<file path="config.mk">
export PLATFORM = sky130hd
export DESIGN_NAME = r2fft_ram
export DESIGN_NICKNAME = d
export VERILOG_FILES = /design/src/sv/r2fft_ram.sv
export SDC_FILE = /design/constraint.sdc
export NUM_CORES = 1
export LEC_CHECK = 0
export BUFFER_PORTS_ARGS = -buffer_cell sky130_fd_sc_hd__buf_2
export CAP_MARGIN = 20
export CORE_ASPECT_RATIO = 0.9
export CORE_MARGIN = 2
export CORE_UTILIZATION = 51
export CTS_BUF_LIST = sky130_fd_sc_hd__clkbuf_4 sky130_fd_sc_hd__clkbuf_8
export CTS_CLUSTER_SIZE = 30
export DETAILED_ROUTE_END_ITERATION = 8
export PLACE_DENSITY = 0.69
export SLEW_MARGIN = 20
export SYNTH_ARGS = -nofsm -noshare
export SYNTH_HDL_FRONTEND = slang
export SYNTH_SLANG_ARGS = --single-unit
export TNS_END_PERCENT = 1
</file>
<file path="constraint.sdc">
create_clock -name clk -period 2.1 [get_ports clk]
set_clock_uncertainty 0.15 [all_clocks]
set_input_delay 0.105 -clock clk [delete_from_list [all_inputs] [get_ports clk]]
set_output_delay 0.105 -clock clk [all_outputs]
set_load 0.05 [all_outputs]
</file>
<file path="src/sv/r2fft_ram.sv">
// Generic RAM: one write port, two registered read ports.
`default_nettype none
module r2fft_ram #(
	parameter int W = 8,
	parameter int D = 16
) (
	input  wire logic                 clk,
	input  wire logic                 we,
	input  wire logic [$clog2(D)-1:0] waddr,
	input  wire logic [W-1:0]         wdata,
	input  wire logic [$clog2(D)-1:0] raddr0,
	input  wire logic [$clog2(D)-1:0] raddr1,
	output logic      [W-1:0]         rdata0,
	output logic      [W-1:0]         rdata1
);

	logic [W-1:0] mem_q [D];

	always_ff @(posedge clk) begin
		if (we)
			mem_q[waddr] <= wdata;
		rdata0 <= mem_q[raddr0];
		rdata1 <= mem_q[raddr1];
	end

endmodule
`default_nettype wire

</file>
---- Word level (Yosys, flattened, before mapping) ----
Memories as Yosys holds them, arrays and structs flattened. A register that Yosys moved wholly into a read port is not among the register bits.
Cells that the tools add are included.
word-level totals
  register bits after elaboration ......... 0
  memories kept ........................... 1
  ROM bits ................................ 0
  bits of input ports ..................... 22
  bits in latches ......................... 0
  memory bits (writable) .................. 128
cells by class
  $add $sub $neg .......................... 0
  multiply operators ...................... 0
  equality and inequality tests ........... 0
  shifts and indexed selects .............. 0
  divide/modulo/power cells ............... 0
  magnitude comparators ................... 0
  reduce and logical (&&, ||, !) cells .... 0
  bitwise operators ....................... 0
  muxes and demuxes ....................... 2
memories
  memory  words  width  rd ports  clocked after Yosys merged registers in  write ports  RTL line  RTL
  mem_q   16     8      2         2                                        1            17        logic [W-1:0] mem_q [D];
operators by type and width
  cell     count
  $mux W1  2

---- Longest topological paths before layout ----
  word-level depth ........................ 2
  mapped depth ............................ 5
  mapped depth without buffers ............ 3

---- Worst setup path after synthesis ----
No wires, ideal clock.
  path type ............................... input to register
  start point ............................. input port waddr[2]
  end point ............................... memory mem_q[0][0], enable pin
  setup slack ............................. 0.352 ns
  arrival time ............................ 1.215 ns
  data required time ...................... 1.567 ns
  setup time .............................. 0.383 ns
  buffers on the path ..................... 0
  cell stages on the path ................. 2
  cells stage by stage .................... or3b_2 -> nor3_1
RTL lines
  element      RTL line  RTL
  from (decl)  9         input wire logic [$clog2(D)-1:0] waddr,
  to (decl)    17
No word-level cell before the write port.

==> flow_summary_export.csv <==
group,metric,value,unit
finish,diodes,0,
sta,slew_viol_final,0,
die,start_util,52.55,%
clock_network,root_buffer,"clkbuf_8",
critical_path,crit_chain,"mux4_4, a22oi_1, nand2_1",
critical_path,endpoint,"rdata0[0]$_DFF_P_",
critical_path,cp_num_buf_inv,0,
global_route,antenna_found_initial,0,
finish,drive_above_1_share,34.18,%
flow_run,maxCapViolCount,0,
route,wirelength,13610,µm
clock_network,numCtsBuffers,17,
die,fp.dieArea,13350,µm²
hold_path,hold_path.class,"in -> reg",
global_route,grt_pass1_wl,19990,µm
critical_path,r2r-start,"mem_q[2][0]$_DFFE_PP_",
logic_synthesis,netlist.top_cell.by_area,"edfxtp_1",
route,vias,3425,
placed_design,hpwl,9097,µm
sta,period_share,77.37,%
clock_network,cts_tree,"done",
critical_path,reg2reg_depth,3,
placed_design,io_buffers,37,
placed_design,gp_congestion,0.7781,
status,status,"finished clean",
finish,nets,401,
logic_synthesis,synth_cells,307,
global_route,grt_pass1_vias,3431,
route,ant_nets,0,
critical_path,reg2reg_slack,480,ps
global_route,grt_usage,21.88,%
finish,final_core_util,60.17,%
critical_path,worstPathMaxFanout,2,
logic_synthesis,syn_area,6346,µm²
sta,relSlewSlack,65.75,%
die,core-area,12080,µm²
route,route.detailed.drc,0,
pwr,combPwrFrac,10.3,%
sta,grt_setup_unrepaired,"no",
pwr,leakagePower,0.002542,µW
route,wl_per_cell,24.66,µm
placed_design,post-place-cells,512,
route,via_per_inst,6.205,
critical_path,cp_slowest_stage_delay,600,ps
critical_path,cp.arrival,1800,ps
die,fp.dieW,121.6,µm
global_route,grt-ovfl-total,0,
sta,fin_crit,1625,ps
global_route,grt_max_degree,33,
clock_network,clockBufferDepth,2,
pwr,max-vdd-ir-drop,0.4520,mV
logic_synthesis,synthTopCellsByArea,"edfxtp_1 61%, mux4_2 12%, mux4_1 12%",
critical_path,worstSetupPathType,"reg -> reg",
sta,finalSetupTns,0,ps
critical_path,end_kind,"register",
pwr,sequentialPowerShare,54.9,%
pwr,p_int,4507,µW
sta,hold_viol,0,
hold_path,hold_path.startpoint,"waddr[0]",
critical_path,slowest_stage,"mux4_4",
logic_synthesis,yosysWarningCount,0,
route,dr.first_iter.drc_count,440,
sta,worst_pin_slew,513.8,ps
die,ios,38,
finish,area_delta_synth_final,14.51,%
critical_path,reg2reg_to,"rdata0[0]$_DFF_P_",
logic_synthesis,syn_area_per_cell,20.67,µm²
critical_path,required,2280,ps
critical_path,critPathLaunchType,"register",
logic_synthesis,syn_nets,329,
critical_path,startpoint,"mem_q[2][0]$_DFFE_PP_",
logic_synthesis,synth_cell_types,20,
clock_network,htreeDepth,4,
die,num_rows,38,
sta,finalSetupViolCount,0,
logic_synthesis,ys_ff_latch,144,
clock_network,cts_sinks,144,
critical_path,path_depth,3,
route,drt_first_pass_iters,5,
pwr,p_sw,1390,µW
clock_network,worstSkewPairLatency,440,ps
sta,max_clock_freq,615.5,MHz
critical_path,crit_family,"multiplexers",
logic_synthesis,ys_seq_area_share,65.62,%
pwr,p_clk_share,34.8,%
clock_network,path_clk_slew,80,ps
pwr,power_density,811.4,nW/µm²
logic_synthesis,yosysTopAreaCellShare,60.57,%
die,die_y,109.8,µm
finish,layout.cells.non_filler,552,
pwr,sw_frac_of_total,23.57,%
==> flip-flops by register name, summed over array words and instances (netlist names) <==
signal and flops:
rdata0 8, rdata1 8, mem_q 128
==> synth_stat cells (all sizes together) <==
cell / instances
a22oi: 32
and2: 2
and2b: 2
buf: 14
clkdlybuf4s25: 6
dfxtp: 16
edfxtp: 128
mux4: 64
nand2: 17
nand2b: 2
nand3: 1
nand3b: 2
nor2: 14
nor2b: 2
nor3: 4
or3b: 1
==> final cells by class <==
cell class / instances / area [µm²]
clock buffers: 22 / 296.5
clock inverters: 10 / 83.83
fillers: 878 / 4810
multi-input cells: 143 / 2009
flip-flops and latches: 144 / 4164
well taps: 160 / 200.2
repair buffers: 73 / 513.0
==> stage by stage <==
stage / area [µm²] / hold WS (ps) / worst slack [ps] / power [µW]
2_1_floorplan: 6346 / 53.87 / 352.1 / 3707
4_1_cts: 7267 / 55.17 / 454.1 / 5932
5_1_grt: 7267 / 78.79 / 402.1 / 6092
3_3_place_gp: 6807 / 339.0 / 290.3 / 3891
6_report: 7267 / 79.38 / 475.3 / 5897
3_5_place_dp: 6807 / 350.2 / 290.0 / 3903
==> power groups by stage <==
stage / logic, µW / clock network (µW) / registers, µW
after floorplan: 290 / 0 / 3420
after global placement: 593 / 0 / 3300
after detailed placement: 602 / 0 / 3300
after CTS: 614 / 2080 / 3240
after global routing: 644 / 2210 / 3240
final: 610 / 2050 / 3240
==> kinds of logic after synthesis <==
group                  Yosys count  synth area share [%]
flip-flops                     144                 65.62
multiplexers                    64                 24.45
AND/OR/NAND/NOR                 47                 3.430
AO/OA/AOI/OAI                   32                 3.785
buffers and inverters           20                 2.721
==> cells in the final DEF, fill, tap and decap left out <==
master and count:
nor3_1 4, and2b_1 2, edfxtp_1 128, clkinvlp_4 2, or3b_2 1, buf_4 25
clkbuf_4 1, nand2b_1 2, mux4_1 28, nand2_1 17, nor2_1 14, dlygate4sd3_1 8
clkbuf_8 21, mux4_4 2, nor2b_1 2, inv_6 1, buf_2 37, buf_12 3
clkinv_2 6, and2_1 2, dfxtp_1 16, nand3b_1 2, nand3_1 1, a22oi_1 32
bufinv_16 1, mux4_2 34
==> worst reg2reg max path, stage by stage (launching register included) <==
cell and delay (ps):
edfxtp_1 410, mux4_4 600, a22oi_1 270, nand2_1 90
==> repair_timing <==
item / CTS / global route
hold buffers: 8 / 0
setup buffers: 0 / 0
endpoints found under the hold margin: 128 / 0
resized for setup: 0 / 0
==> layer usage <==
| layer | GRT usage [%] | wire [µm] |
|---|---|---|
| met2 | 36.68 | 7069 |
| met4 | 5.911 | 87 |
| met1 | 28.82 | 5461 |
| met3 | 5.809 | 991 |
| met5 | 0 | 0 |
==> worst min-delay path by stage <==
stage,endpoint,slack (ps),cells after the start
5_1_grt,mem_q[8][4]$_DFFE_PP_,80,3
3_5_place_dp,mem_q[12][3]$_DFFE_PP_,350,1
4_1_cts,mem_q[8][4]$_DFFE_PP_,60,3
3_3_place_gp,mem_q[12][3]$_DFFE_PP_,340,1
2_1_floorplan,mem_q[0][0]$_DFFE_PP_,50,0
6_report,mem_q[8][4]$_DFFE_PP_,80,3
No activity file was read; power rests on OpenSTA's default activity.
